`src/hdl/exlx_pkg.sv`:
```
// Shared types, character constants and classification for the expression lexer.
package exlx_pkg;

  localparam int unsigned FieldWidth = 16;
  localparam int unsigned QueueDepth = 4;
  localparam int unsigned QueuePtrWidth = $clog2(QueueDepth);

  localparam logic [7:0] CharDot    = 8'h2E;
  localparam logic [7:0] CharRParen = 8'h29;
  localparam logic [7:0] CharPlus   = 8'h2B;
  localparam logic [7:0] CharMinus  = 8'h2D;

  typedef enum logic [1:0] {
    KIND_LIT   = 2'd0,
    KIND_BIN   = 2'd1,
    KIND_UNARY = 2'd2,
    KIND_BAD   = 2'd3
  } token_kind_e;

  typedef enum logic [1:0] {
    CLS_SPACE  = 2'd0,
    CLS_NUMBER = 2'd1,
    CLS_OPER   = 2'd2,
    CLS_OTHER  = 2'd3
  } char_class_e;

  // One queue entry: the tokens caused by one input item, number first.
  typedef struct packed {
    logic                   has_num;
    token_kind_e            num_kind;
    logic [FieldWidth-1:0]  num_start;
    logic [FieldWidth-1:0]  num_length;
    logic                   has_chr;
    token_kind_e            chr_kind;
    logic [7:0]             chr_code;
    logic [FieldWidth-1:0]  chr_pos;
  } token_entry_t;

  function automatic char_class_e classify(input logic [7:0] c);
    char_class_e cls;
    case (c) inside
      8'h20, [8'h09:8'h0D]:                          cls = CLS_SPACE;
      [8'h30:8'h39], 8'h2E:                          cls = CLS_NUMBER;
      8'h2B, 8'h2D, 8'h2A, 8'h2F, 8'h78, 8'h28, 8'h29, 8'h5E: cls = CLS_OPER;
      default:                                       cls = CLS_OTHER;
    endcase
    return cls;
  endfunction

endpackage

```
`src/hdl/exlx_front.sv`:
```
// Front end: accept characters, track the number run and build token entries.
module exlx_front #(
  parameter int unsigned PositionWidth = 16
) (
  input  logic                  clk_i,
  input  logic                  rst_ni,
  input  logic                  valid_i,
  input  logic                  cmd_i,
  input  logic [7:0]            char_code_i,
  input  logic                  full_i,
  output logic                  push_o,
  output exlx_pkg::token_entry_t entry_o
);

  localparam int unsigned ExtWidth =
      (PositionWidth > exlx_pkg::FieldWidth) ? PositionWidth : exlx_pkg::FieldWidth;
  localparam logic [PositionWidth-1:0] PosMax = {PositionWidth{1'b1}};

  function automatic logic [exlx_pkg::FieldWidth-1:0] to_field(
      input logic [PositionWidth-1:0] v);
    logic [ExtWidth-1:0] e;
    e = ExtWidth'(v);
    return e[exlx_pkg::FieldWidth-1:0];
  endfunction

  logic                     in_number_q, in_number_d;
  logic [1:0]               dot_count_q, dot_count_d;
  logic [PositionWidth-1:0] number_start_q, number_start_d;
  logic [PositionWidth-1:0] number_length_q, number_length_d;
  logic [PositionWidth-1:0] char_position_q, char_position_d;
  logic                     unary_allowed_q, unary_allowed_d;

  logic                     accept;
  logic                     unary_now;
  exlx_pkg::char_class_e    cls;
  exlx_pkg::token_entry_t   entry;

  assign accept = valid_i && !full_i;
  assign cls    = exlx_pkg::classify(char_code_i);

  always_comb begin
    in_number_d     = in_number_q;
    dot_count_d     = dot_count_q;
    number_start_d  = number_start_q;
    number_length_d = number_length_q;
    char_position_d = char_position_q;
    unary_allowed_d = unary_allowed_q;
    unary_now       = unary_allowed_q;

    entry.has_num    = 1'b0;
    entry.num_kind   = (dot_count_q >= 2'd2) ? exlx_pkg::KIND_BAD : exlx_pkg::KIND_LIT;
    entry.num_start  = to_field(number_start_q);
    entry.num_length = to_field(number_length_q);
    entry.has_chr    = 1'b0;
    entry.chr_kind   = exlx_pkg::KIND_BAD;
    entry.chr_code   = char_code_i;
    entry.chr_pos    = to_field(char_position_q);

    if (cmd_i) begin
      // End of text: flush any pending number, then back to reset values.
      entry.has_num   = in_number_q;
      in_number_d     = 1'b0;
      dot_count_d     = 2'd0;
      number_start_d  = '0;
      number_length_d = '0;
      char_position_d = '0;
      unary_allowed_d = 1'b1;
    end else begin
      if (char_position_q != PosMax) begin
        char_position_d = char_position_q + 1'b1;
      end
      if (in_number_q && cls == exlx_pkg::CLS_NUMBER) begin
        // Extend the run.
        if (char_code_i == exlx_pkg::CharDot && dot_count_q < 2'd2) begin
          dot_count_d = dot_count_q + 2'd1;
        end
        if (number_length_q != PosMax) begin
          number_length_d = number_length_q + 1'b1;
        end
      end else begin
        if (in_number_q) begin
          entry.has_num   = 1'b1;
          in_number_d     = 1'b0;
          unary_allowed_d = 1'b0;
          unary_now       = 1'b0;
        end
        case (cls)
          exlx_pkg::CLS_SPACE: begin
          end
          exlx_pkg::CLS_NUMBER: begin
            in_number_d     = 1'b1;
            number_start_d  = char_position_q;
            number_length_d = PositionWidth'(1);
            dot_count_d     = (char_code_i == exlx_pkg::CharDot) ? 2'd1 : 2'd0;
          end
          exlx_pkg::CLS_OPER: begin
            entry.has_chr   = 1'b1;
            entry.chr_kind  = (unary_now && (char_code_i == exlx_pkg::CharPlus ||
                                             char_code_i == exlx_pkg::CharMinus))
                              ? exlx_pkg::KIND_UNARY : exlx_pkg::KIND_BIN;
            unary_allowed_d = (char_code_i != exlx_pkg::CharRParen);
          end
          default: begin
            entry.has_chr   = 1'b1;
            entry.chr_kind  = exlx_pkg::KIND_BAD;
            unary_allowed_d = 1'b0;
          end
        endcase
      end
    end
  end

  assign push_o  = accept && (entry.has_num || entry.has_chr);
  assign entry_o = entry;

  always_ff @(posedge clk_i or negedge rst_ni) begin
    if (!rst_ni) begin
      in_number_q     <= 1'b0;
      dot_count_q     <= 2'd0;
      number_start_q  <= '0;
      number_length_q <= '0;
      char_position_q <= '0;
      unary_allowed_q <= 1'b1;
    end else if (accept) begin
      in_number_q     <= in_number_d;
      dot_count_q     <= dot_count_d;
      number_start_q  <= number_start_d;
      number_length_q <= number_length_d;
      char_position_q <= char_position_d;
      unary_allowed_q <= unary_allowed_d;
    end
  end

endmodule

```
`src/hdl/exlx_queue.sv`:
```
// Small register queue of token entries between front and back end.
module exlx_queue (
  input  logic                   clk_i,
  input  logic                   rst_ni,
  input  logic                   push_i,
  input  exlx_pkg::token_entry_t wdata_i,
  input  logic                   pop_i,
  output exlx_pkg::token_entry_t rdata_o,
  output logic                   full_o,
  output logic                   empty_o
);

  localparam int unsigned PtrW = exlx_pkg::QueuePtrWidth;

  exlx_pkg::token_entry_t slots_q [exlx_pkg::QueueDepth];
  logic [PtrW-1:0]        wr_ptr_q, rd_ptr_q;
  logic [PtrW:0]          count_q;

  assign full_o  = (count_q == (PtrW+1)'(exlx_pkg::QueueDepth));
  assign empty_o = (count_q == '0);
  assign rdata_o = slots_q[rd_ptr_q];

  always_ff @(posedge clk_i) begin
    if (push_i) begin
      slots_q[wr_ptr_q] <= wdata_i;
    end
  end

  always_ff @(posedge clk_i or negedge rst_ni) begin
    if (!rst_ni) begin
      wr_ptr_q <= '0;
      rd_ptr_q <= '0;
      count_q  <= '0;
    end else begin
      if (push_i) begin
        wr_ptr_q <= wr_ptr_q + 1'b1;
      end
      if (pop_i) begin
        rd_ptr_q <= rd_ptr_q + 1'b1;
      end
      case ({push_i, pop_i})
        2'b10:   count_q <= count_q + 1'b1;
        2'b01:   count_q <= count_q - 1'b1;
        default: count_q <= count_q;
      endcase
    end
  end

endmodule

```
`src/hdl/exlx_back.sv`:
```
// Back end: split queue entries into single token beats in an output register.
module exlx_back (
  input  logic                   clk_i,
  input  logic                   rst_ni,
  input  exlx_pkg::token_entry_t entry_i,
  input  logic                   empty_i,
  output logic                   pop_o,
  input  logic                   stall_i,
  output logic                   valid_o,
  output logic [1:0]             token_kind_o,
  output logic [7:0]             token_char_o,
  output logic [15:0]            start_position_o,
  output logic [15:0]            token_length_o,
  output logic                   last_of_run_o
);

  logic        valid_q, valid_d;
  logic        phase_q, phase_d;
  logic        load;
  logic        take_num;
  logic [1:0]  kind_q;
  logic [7:0]  char_q;
  logic [15:0] start_q;
  logic [15:0] length_q;
  logic        last_q;

  assign load     = (!valid_q || !stall_i) && !empty_i;
  assign take_num = !phase_q && entry_i.has_num;
  assign pop_o    = load && !(take_num && entry_i.has_chr);

  always_comb begin
    phase_d = phase_q;
    valid_d = valid_q && stall_i;
    if (load) begin
      valid_d = 1'b1;
      phase_d = take_num && entry_i.has_chr;
    end
  end

  always_ff @(posedge clk_i or negedge rst_ni) begin
    if (!rst_ni) begin
      valid_q <= 1'b0;
      phase_q <= 1'b0;
    end else begin
      valid_q <= valid_d;
      phase_q <= phase_d;
    end
  end

  always_ff @(posedge clk_i) begin
    if (load) begin
      if (take_num) begin
        kind_q   <= entry_i.num_kind;
        char_q   <= 8'd0;
        start_q  <= entry_i.num_start;
        length_q <= entry_i.num_length;
        last_q   <= !entry_i.has_chr;
      end else begin
        kind_q   <= entry_i.chr_kind;
        char_q   <= entry_i.chr_code;
        start_q  <= entry_i.chr_pos;
        length_q <= 16'd1;
        last_q   <= 1'b1;
      end
    end
  end

  assign valid_o          = valid_q;
  assign token_kind_o     = kind_q;
  assign token_char_o     = char_q;
  assign start_position_o = start_q;
  assign token_length_o   = length_q;
  assign last_of_run_o    = last_q;

endmodule

```
`src/hdl/expression_lexer.sv`:
```
// Top level of the expression lexer: front end, token queue and output back end.
//
// The lexer takes one character beat per cycle (cmd_i = 0) or an end-of-text
// beat (cmd_i = 1) and emits literal, operator and invalid tokens with their
// start position and length. Whitespace produces nothing; a run of digits and
// dots is reported as one token when the first character after it, or end of
// text, arrives. An operator or invalid character there yields two tokens,
// the number first, and last_of_run_o marks the final token of each input
// beat. Input is taken every cycle while the four-entry token queue has room,
// and each accepted character updates the lexer state. The output side
// delivers one token per cycle from its own register while out_stall_i is low,
// so an item with two tokens is delivered as two beats and the queue absorbs
// the difference. A beat's tokens pass from the front end into a queue entry
// and from there into the output register. Positions and lengths saturate at
// 2^POSITION_WIDTH - 1 and are reported in their low 16 bits. End of text
// returns all state to its reset values.
module expression_lexer #(
  parameter int unsigned POSITION_WIDTH = 16
) (
  input  logic        clk_i,
  input  logic        rst_ni,
  input  logic        in_valid_i,
  output logic        in_stall_o,
  input  logic        cmd_i,
  input  logic [7:0]  char_code_i,
  output logic        out_valid_o,
  input  logic        out_stall_i,
  output logic [1:0]  token_kind_o,
  output logic [7:0]  token_char_o,
  output logic [15:0] start_position_o,
  output logic [15:0] token_length_o,
  output logic        last_of_run_o
);

  logic                   push;
  logic                   pop;
  logic                   full;
  logic                   empty;
  exlx_pkg::token_entry_t wr_entry;
  exlx_pkg::token_entry_t rd_entry;

  // Hold input while the queue has no free entry.
  assign in_stall_o = full;

  exlx_front #(
    .PositionWidth(POSITION_WIDTH)
  ) u_front (
    .clk_i      (clk_i),
    .rst_ni     (rst_ni),
    .valid_i    (in_valid_i),
    .cmd_i      (cmd_i),
    .char_code_i(char_code_i),
    .full_i     (full),
    .push_o     (push),
    .entry_o    (wr_entry)
  );

  // Decouple classification from token delivery.
  exlx_queue u_queue (
    .clk_i  (clk_i),
    .rst_ni (rst_ni),
    .push_i (push),
    .wdata_i(wr_entry),
    .pop_i  (pop),
    .rdata_o(rd_entry),
    .full_o (full),
    .empty_o(empty)
  );

  exlx_back u_back (
    .clk_i           (clk_i),
    .rst_ni          (rst_ni),
    .entry_i         (rd_entry),
    .empty_i         (empty),
    .pop_o           (pop),
    .stall_i         (out_stall_i),
    .valid_o         (out_valid_o),
    .token_kind_o    (token_kind_o),
    .token_char_o    (token_char_o),
    .start_position_o(start_position_o),
    .token_length_o  (token_length_o),
    .last_of_run_o   (last_of_run_o)
  );

endmodule

```
`config.mk`:
```
export PLATFORM = sky130hd
export DESIGN_NAME = expression_lexer
export DESIGN_NICKNAME = d
export VERILOG_FILES = /design/src/hdl/exlx_pkg.sv /design/src/hdl/exlx_front.sv /design/src/hdl/exlx_queue.sv /design/src/hdl/exlx_back.sv /design/src/hdl/expression_lexer.sv
export SDC_FILE = /design/constraint.sdc
export NUM_CORES = 1
export LEC_CHECK = 0
export ABC_AREA = 0
export BUFFER_PORTS_ARGS = -buffer_cell sky130_fd_sc_hd__buf_2
export CAP_MARGIN = 25
export CORE_MARGIN = 1.5
export CORE_UTILIZATION = 45
export CTS_CLUSTER_SIZE = 14
export DETAILED_ROUTE_END_ITERATION = 8
export HOLD_SLACK_MARGIN = 0.03
export PLACE_DENSITY = 0.63
export SLEW_MARGIN = 20
export SYNTH_ARGS = -nofsm -noshare
export SYNTH_HDL_FRONTEND = slang
export SYNTH_SLANG_ARGS = --single-unit
```
`constraint.sdc`:
```
create_clock -name clk_i -period 8.55 [get_ports clk_i]
set_input_delay 2.565 -clock clk_i [delete_from_list [all_inputs] [get_ports clk_i]]
set_output_delay 2.565 -clock clk_i [all_outputs]
set_load 0.005 [all_outputs]
```
After elaboration in Yosys (flattened, before gate mapping)
Memories as Yosys holds them, arrays and structs flattened. Cells that the tools add are included.

RAM bits: 248. Memories: 1. Register bits after elaboration: 104.

Equal/unequal tests: 21. $add $sub $neg: 7. Magnitude comparators: 6. Muxes and demuxes: 40. Reductions and logical operators: 37.

Memory list: u_queue.slots_q (words 4, bits a word 62, rd ports 1, clocked after Yosys merged registers in 0, write ports 1, line exlx_queue.sv:15) `exlx_pkg::token_entry_t slots_q [exlx_pkg::QueueDepth];`.

Operators by type and width (count): 2-to-1 mux 16 bit (10); == test 8 x 6 -> 1 bit (second input constant) (8); adder 16 x 1 -> 16 bit (second input constant) (2); inequality test 16 bit (second input constant) (2); 2-to-1 mux 2 bit (9); == test 8 x 7 -> 1 bit (second input constant) (2); 2-to-1 mux 1 bit (16); logical AND 1 bit (12); one-hot mux 3 bit (2 select lines) (2); AND reduction 3 bit (3); >= comparator 8 x 4 -> 1 bit (second input constant) (1); >= comparator 8 x 6 -> 1 bit (second input constant) (1); <= comparator 8 x 4 -> 1 bit (second input constant) (1); <= comparator 8 x 6 -> 1 bit (second input constant) (1); inequality test 8 x 6 -> 1 bit (second input constant) (1); OR reduction 8 bit (1); logical NOT 1 bit (7); adder 2 x 1 -> 2 bit (second input constant) (3); 2-to-1 mux 3 bit (2); inequality test 3 bit (second input constant) (2); nonzero test 2 bit (3); OR reduction 2 bit (3); == test 2 x 1 -> 1 bit (second input constant) (2); == test 2 bit (second input constant) (2); other kinds (12) (15).

Longest topological paths before layout
Gate-level depths: netlist of the first run.

Depth after elaboration: 18. Mapped depth: 13. Gate-level depth less buffers: 11.

By module
A second synthesis of the first run with hierarchy kept.

Cells, all modules: 766. Area total of the unflattened synthesis: 14182.4 sq um.

By module, submodules not included: exlx_queue (seq. area each 7622.3 sq um, area each 9419.0 sq um, times used 1, cells each 361); exlx_front (seq. area each 1302.5 sq um, area each 2914.0 sq um, times used 1, cells each 305); exlx_back (seq. area each 1341.3 sq um, area each 1849.3 sq um, times used 1, cells each 100).

Worst setup path before layout of the first run
Ideal clock, no wire load.

Kind: input-to-reg. Start point: input char_code_i[1]. End point: memory u_queue.slots_q[0][0] (netlist bit), enable pin. Setup slack: -0.039 ns. Setup time: 0.568 ns. Data arrival time: 8.021 ns. Stages: 6. Path through: clkbuf_1 or4b_2 a21oi_1 o21ai_0 a21oi_1 nor3b_1.

Word-level cells in the longest chain between the ends: 14. Elaborated cells between the ends (all ways): 36.

Ends and longest elaborated chain: start: declaration (line expression_lexer.sv:25) `input logic [7:0] char_code_i,`; >= comparator 8 x 6 -> 1 bit (implied by the code) (tied with other cells) (line exlx_front.sv:39) `assign cls = exlx_pkg::classify(char_code_i);`; logical AND 1 bit (implied by the code) or OR reduction 8 bit (tied branches) (line exlx_front.sv:39, exlx_pkg.sv:41); OR reduction 2 bit or 2-to-1 mux 1 bit (tied branches) (line exlx_pkg.sv:41) `case (c) inside`; 2-to-1 mux 2 bit (line exlx_pkg.sv:41); 2-to-1 mux 2 bit * (line exlx_pkg.sv:41); == test 2 x 1 -> 1 bit or logical NOT 2 bit (tied branches) (line exlx_front.sv:72, exlx_front.sv:87); OR reduction 2 bit (no source line); one-hot mux 3 bit (2 select lines) (line exlx_front.sv:87) `case (cls)`; 2-to-1 mux 3 bit (line exlx_front.sv:72) `if (in_number_q && cls == exlx_pkg::CLS_NUMBER) begin`; 2-to-1 mux 3 bit (line exlx_front.sv:59) `if (cmd_i) begin`; logical OR 1 bit * (line exlx_front.sv:113) `assign push_o = accept && (entry.has_num || entry.has_chr);`; logical AND 1 bit * (line exlx_front.sv:113); 2-to-1 mux 1 bit * (line exlx_queue.sv:24) `if (push_i) begin`; 2-to-1 mux 1 bit (implied by the code) * (line exlx_queue.sv:25) `slots_q[wr_ptr_q] <= wdata_i;`; end: declaration (line exlx_queue.sv:15).

Every way passes the cells marked *; elsewhere a longest branch is shown, timed or not.

Worst setup path after layout of the first run
Start point: input char_code_i[0]. End point: register u_queue.count_q[2].

Word-level cells in the longest chain between the ends: 14. Elaborated cells between the ends (all ways): 38.

Ends and longest elaborated chain: >= comparator 8 x 6 -> 1 bit (implied by the code) (tied with other cells) (line exlx_front.sv:39); logical AND 1 bit (implied by the code) or OR reduction 8 bit (tied branches) (line exlx_front.sv:39, exlx_pkg.sv:41); OR reduction 2 bit or 2-to-1 mux 1 bit (tied branches) (line exlx_pkg.sv:41); 2-to-1 mux 2 bit (line exlx_pkg.sv:41); 2-to-1 mux 2 bit * (line exlx_pkg.sv:41); == test 2 x 1 -> 1 bit or logical NOT 2 bit (tied branches) (line exlx_front.sv:72, exlx_front.sv:87); OR reduction 2 bit (no source line); one-hot mux 3 bit (2 select lines) (line exlx_front.sv:87); 2-to-1 mux 3 bit (line exlx_front.sv:72); 2-to-1 mux 3 bit (line exlx_front.sv:59); logical OR 1 bit * (line exlx_front.sv:113); logical AND 1 bit * (line exlx_front.sv:113); == test 2 x 1 -> 1 bit or == test 2 bit (tied branches) (line exlx_queue.sv:41) `case ({push_i, pop_i})`; one-hot mux 3 bit (2 select lines) or nonzero test 2 bit (tied branches); end signal: assignment (line exlx_queue.sv:42) `2'b10: count_q <= count_q + 1'b1;`; end signal: assignment (line exlx_queue.sv:43) `2'b01: count_q <= count_q - 1'b1;`; end signal: assignment (line exlx_queue.sv:44) `default: count_q <= count_q;`; end: declaration (line exlx_queue.sv:17) `logic [PtrW:0] count_q;`.

Marked as above. A chain may end at the register's enable or synchronous reset.

==> results of run 1 <==
[stage by stage]
stage	worst slack, ns	total power (uW)	cells
after global placement	2.704	3585	1297
after CTS	3.378	5095	1364
after global routing	3.273	5283	1364
after detailed placement	2.848	3603	1298
final	3.344	5027	1364
after floorplan	-0.03909	3161	870
[logic make-up after synthesis]
kind of cell,Yosys count,synth area share
flops,348,0.7271
fa+ha+maj,9,0.008608
buf+inv,60,0.01748
simple gates,254,0.09217
xor+xnor,12,0.007532
compound gates,123,0.06070
mux,64,0.08643
[metal layers]
layer / track usage / share of wire / up-vias
li1: - / - / 3551
met1: 0.2650 / 0.44 / 4008
met2: 0.3082 / 0.49 / 209
met3: 0.02757 / 0.047 / 44
met4: 0.04649 / 0.020 / 0
met5: 0 / 0 / -
[flip-flops by register name, summed over array words and instances (netlist names), 2 cells and up]
signal                   flops
u_queue.wr_ptr_q             2
u_queue.rd_ptr_q             2
u_back.token_kind_o          2
u_back.token_length_o       16
u_front.number_length_q     16
u_queue.slots_q            244
u_front.dot_count_q          2
u_queue.count_q              3
u_front.number_start_q      16
u_back.start_position_o     16
u_back.token_char_o          8
u_front.char_position_q     16
[final cells by class]
cell class | instances | area [sq um]
multi-input cells | 462 | 3606
flip-flops and latches | 348 | 10150
inverters | 17 | 63.81
well taps | 396 | 495.5
fillers | 2567 | 14730
repair buffers | 75 | 424.2
clock buffers | 57 | 1041
clock inverters | 9 | 81.33
[cell usage after synthesis, types with 3 or more instances]
library cell	instances	area, sq um
ha_1	8	100.1
nand3b_1	3	22.52
o211ai_1	7	52.55
mux4_2	45	1013
and4_1	4	35.03
buf_2	9	45.04
xnor2_1	7	61.31
nand4_1	8	50.05
or3_1	7	43.79
nor2b_1	4	25.02
nor2_1	22	82.58
nand2_1	103	386.6
nor3b_1	4	30.03
nor4_1	4	25.02
or4_1	7	52.55
inv_1	17	63.81
o31ai_1	6	45.04
and3_1	25	156.4
o2bb2ai_1	16	140.1
and2_1	12	75.07
nand3_1	26	130.1
dfrtp_1	60	1501
clkbuf_1	29	108.9
xor2_1	5	43.79
a21o_1	3	22.52
or2_2	4	25.02
nor4b_1	4	35.03
a31oi_1	19	118.9
nor3_1	10	50.05
mux2i_1	17	170.2
buf_1	3	11.26
edfxtp_1	287	8618
a21oi_1	17	85.08
o21ai_0	28	140.1
[where the power goes]
group / switching (uW) / internal [uW] / leakage, uW / total, uW
Sequential: 152 / 2200 / 0.00349 / 2350
Combinational: 688 / 503 / 0.00161 / 1190
Clock: 613 / 870 / 0.000547 / 1480
Total: 1450 / 3570 / 0.00564 / 5030
[worst min path at each step]
stage	cells past startpoint	slack, ns	from	endpoint
floorplan	1	0.46	u_queue.count_q[2]$_DFFE_PN0P_	u_queue.count_q[2]$_DFFE_PN0P_
global placement	2	0.48	u_back.phase_q$_DFFE_PN0P_	u_back.phase_q$_DFFE_PN0P_
detailed placement	1	0.49	u_queue.count_q[2]$_DFFE_PN0P_	u_queue.count_q[2]$_DFFE_PN0P_
CTS	1	0.50	u_queue.count_q[2]$_DFFE_PN0P_	u_queue.count_q[2]$_DFFE_PN0P_
global route	1	0.52	u_queue.count_q[2]$_DFFE_PN0P_	u_queue.count_q[2]$_DFFE_PN0P_
finish	1	0.50	u_queue.count_q[2]$_DFFE_PN0P_	u_queue.count_q[2]$_DFFE_PN0P_
==> out/results.tsv, run 1 <==
metric	value	unit
cp.depth	12	
drt_iter0_markers	731	
grt.overflow.total	0	
vias	7812	
io_pins	58	
cts_buffers	36	
syn_inst	870	
path_cells	buf_2 -> or4b_2 -> a21oi_1 -> o21ai_0 -> a21oi_1 -> or2_2 -> ha_1 -> inv_1 -> fa_1 -> xor2_1 -> nor2_1 -> xor2_1	
drv_cap	0	
crit_family	simple AND/OR/NAND/NOR gates	
cts.path.max_buffers	3	
crit_required	8.99	ns
cts_tree	built	
ys_ff_latch	348	
areaGrowthSynthToFinish	13.66	%
yosysUniqueCellTypes	64	
synthFlopType	edfxtp_1	
cts_setup_buffers	0	
mappedNetlistNets	892	
synth_edf_count	287	
drc	0	
syn_avg_cell_area	16.04	sq um
crit_buf_inv	2	
reg2reg_depth	10	
slew_violations	0	
hold_path_class	register to register	
antenna_found_initial	0	
status	completed	
critPathCaptureType	register	
yosys_warnings	0	
hold_ws	0.4976	ns
finalSetupTns	0	ns
htreeDepth	2	
die_h	179.1	microns
r2r_start	u_queue.rd_ptr_q[0]$_DFFE_PN0P_	
synth_async_sr_flop_share	0.1753	
utilization	0.5185	
relSlewSlack	0.3757	
hold_violations	0	
dp_hpwl	16960	microns
powerDensity	316.9	nW/um^2
cts_root_buf	clkbuf_16	
hold_buffers	0	
postCtsResizedCells	0	
slowest_delay	0.68	ns
core-area	30590	sq um
r2r_slack	5.32	ns
avgRoutedWirePerCell	21.22	microns
final_cell_mix	edfxtp_1, nand2_1, dfrtp_1	
rsz0062_at_grt	no	
ir_drop	0.0002260	V
period_share	0.6089	
cp_data_arrival_time	5.64	ns
grt_max_degree	62	
die_area	32080	sq um
drtPass1Iterations	5	
fin_crit	5.206	ns
p_leak	0.005644	uW
syn_area	13950	sq um
cp-start-kind	input port	
via_per_inst	5.727	
clk_latency	0.52	ns
path_clk_slew	0.06	ns
critPathMaxFanout	12	
setup_viol	0	
fin_skew	0.01551	ns
routed_wl	28950	microns
dpl_cell_area	14740	sq um
path_class	input port to register	
stdcell_area	15860	sq um
tightest_slew	0.9322	ns
rows	64	
grt_pass1_wl	45530	microns
ant_nets	0	
diodes	0	
crit_path_start	char_code_i[0]	
synth-seq-area-share	0.7271	
initial_core_util	0.4562	
fin_nets	962	
post_route_cells_drive_above_1_share	0.1973	
final_common_cell	edfxtp_1	
grt_use_total	0.1877	
grt_pass1_vias	7839	
fmax	192.1	MHz
port_buffers	57	
cpMaxStageDelayCell	or4b_2	
dieWidth	179.1	microns
worstSetupEndpoint	u_queue.count_q[2]$_DFFE_PN0P_	
gp_congestion	0.8139	
r2r_end	u_queue.count_q[2]$_DFFE_PN0P_	
clkSinkCount	348	
Power figures use the tool's default switching activity.
==> run 2, diff against run 1 <==
--- a/config.mk
+++ b/config.mk
@@ -13,7 +13,7 @@
 export CTS_CLUSTER_SIZE = 14
 export DETAILED_ROUTE_END_ITERATION = 8
 export HOLD_SLACK_MARGIN = 0.03
-export PLACE_DENSITY = 0.63
+export PLACE_DENSITY = 0.66
 export SLEW_MARGIN = 20
 export SYNTH_ARGS = -nofsm -noshare
 export SYNTH_HDL_FRONTEND = slang
==> constraint.sdc (replaced) <==
create_clock -name clk_i -period 4.45 [get_ports clk_i]
set_input_delay 1.335 -clock clk_i [delete_from_list [all_inputs] [get_ports clk_i]]
set_output_delay 1.335 -clock clk_i [all_outputs]
set_load 0.005 [all_outputs]
==> run 2 against run 1 <==
Sequential power grew 90%. Combinational power up 110%. Die area unchanged. Cell area rose by 1.9%. Register-to-register slack got worse by 3.8 ns. First-iteration DRC count fell by 19%. Critical endpoint unchanged. Total power is 100% higher.
==> out/results.tsv, run 2 (synthesis gave the netlist of run 1 again) <==
metric	value	unit	change
post_route_cells_drive_above_1_share	0.2088		+0.01149
antenna_found_initial	1		+1
clkSinkCount	348		unchanged
slew_violations	0		unchanged
powerDensity	621.0	nW/um^2	+96%
die_h	179.1	microns	unchanged
path_clk_slew	0.06	ns	about the same
drtPass1Iterations	5		unchanged
utilization	0.5283		+0.009817
grt_pass1_vias	8048		+2.7%
rows	64		unchanged
cpMaxStageDelayCell	or4b_2		
areaGrowthSynthToFinish	15.82	%	
cp.depth	12		unchanged
die_area	32080	sq um	unchanged
min_path_cells	2		+1
critPathMaxFanout	12		unchanged
port_buffers	57		unchanged
drv_cap	0		unchanged
hold_path_class	register to register		
tightest_slew	0.9827	ns	+0.05043 ns
dp.cells	1303		+0.39%
fin_skew	0.02053	ns	+0.005021 ns
dp_hpwl	16470	microns	-2.9%
fin_nets	970		+0.83%
p_leak	0.005784	uW	+2.5%
cts.path.max_buffers	3		unchanged
layoutNonFillerInstCount	1373		+0.66%
routed_wl	29120	microns	+0.58%
finalSetupTns	0	ns	unchanged
hold_buffers	0		unchanged
largest_register_ff_count	244		unchanged
drc	0		unchanged
dieWidth	179.1	microns	unchanged
relSlewSlack	0.3399		-0.03585
crit_required	4.88	ns	-4.11 ns
hold_violations	0		unchanged
cts_buffers	37		+2.8%
regMostFlops	u_queue.slots_q		
gp_congestion	0.8516		+4.6%
io_pins	58		unchanged
cp_data_arrival_time	4.03	ns	-1.61 ns
crit_family	simple AND/OR/NAND/NOR gates		
diodes	0		unchanged
path_cells	buf_2 -> or4b_2 -> a21oi_1 -> o21ai_0 -> a21oi_1 -> or2_2 -> ha_1 -> inv_1 -> fa_1 -> xor2_1 -> nor2_1 -> xor2_1		
grt.overflow.total	0		unchanged
regArea	10150	sq um	unchanged
setup_viol	0		unchanged
path_class	input port to register		
initial_core_util	0.4562		unchanged
fmax	278.5	MHz	
reg2reg_depth	11		+1
final_cell_mix	edfxtp_1, nand2_1, dfrtp_1		
fin_crit	3.591	ns	
clk_latency	0.52	ns	about the same
rsz0062_at_grt	no		
cp-start-kind	input port		
critPathCaptureType	register		
multi_input_area	3632	sq um	+0.73%
crit_buf_inv	2		unchanged
final_common_cell	edfxtp_1		
ir_drop	0.0004443	V	+97%
vias	7871		+0.76%
grt_use_total	0.1899		+0.002293
grt_pass1_wl	45780	microns	+0.54%
report.power.total	10040	uW	+100%
ant_nets	0		unchanged
cts_tree	built		
period_share	0.8070		
via_per_inst	5.733		about the same
status	completed		
cts_setup_buffers	0		unchanged
slowest_delay	0.68	ns	about the same
drt_iter0_markers	589		-19%
fillers	2520		-1.8%
core-area	30590	sq um	unchanged
htreeDepth	2		unchanged
cts_root_buf	clkbuf_16		
postCtsResizedCells	0		unchanged
grt_max_degree	62		unchanged
avgRoutedWirePerCell	21.21	microns	about the same
[run 2: cell count changes in the layout (fill, tap and decap cells not counted), sizes merged]
| cell | change |
|---|---|
| clkbuf | -7 |
| clkinv | +5 |
| clkinvlp | +2 |
| buf | +7 |
| bufinv | +3 |
| inv | -1 |
[run 2: final timing paths]
check | to | startpoint | slack, ns
max | u_queue.count_q[2]$_DFFE_PN0P_ | char_code_i[0] | 0.86
min | u_back.phase_q$_DFFE_PN0P_ | u_back.phase_q$_DFFE_PN0P_ | 0.51
max reg2reg | u_queue.count_q[2]$_DFFE_PN0P_ | u_queue.rd_ptr_q[0]$_DFFE_PN0P_ | 1.50
min reg2reg | u_back.phase_q$_DFFE_PN0P_ | u_back.phase_q$_DFFE_PN0P_ | 0.51
max in group asynchronous | u_front.unary_allowed_q$_DFFE_PN1P_ | rst_ni | 2.92
min in group asynchronous | u_front.char_position_q[1]$_DFFE_PN0P_ | rst_ni | 0.78
[run 2: tightest hold or removal path: cells and delay by family (launching register included)]
kind             cells  cell delay [ns]
AND/OR/NAND/NOR      2             0.12
flip-flops           1             0.34
[run 2: where the power goes]
part | switching, uW | total, uW | leakage [uW] | internal (uW)
clock network | 1220 | 3120 | 0.000609 | 1910
registers | 234 | 4460 | 0.00349 | 4230
logic | 1420 | 2450 | 0.00169 | 1030
total | 2870 | 10000 | 0.00578 | 7160
[run 2: through the flow]
stage | hold WS [ns] | setup slack, ns | area [sq um]
floorplan | 0.4565 | -0.7854 | 13980
global placement | 0.4754 | 0.4767 | 14860
detailed placement | 0.4809 | 0.4174 | 14860
CTS | 0.4887 | 0.9584 | 16110
global route | 0.5311 | 0.7617 | 16160
finish | 0.5050 | 0.8587 | 16160
[run 2: cell type report]
cell class,instances,area share
sequential,348,0.6280
multi-input combinational,462,0.2247
clock buffer,50,0.06542
timing repair buffer,82,0.03484
tap,396,0.03066
clock inverter,18,0.01239
inverter,17,0.003948
[run 2: layer usage]
metal,up-vias,GRT usage,part of all wire
met1,4033,0.2625,0.44
li1,3561,-,-
met4,0,0.05647,0.019
met2,239,0.3097,0.48
met5,-,0,0
met3,38,0.03329,0.059
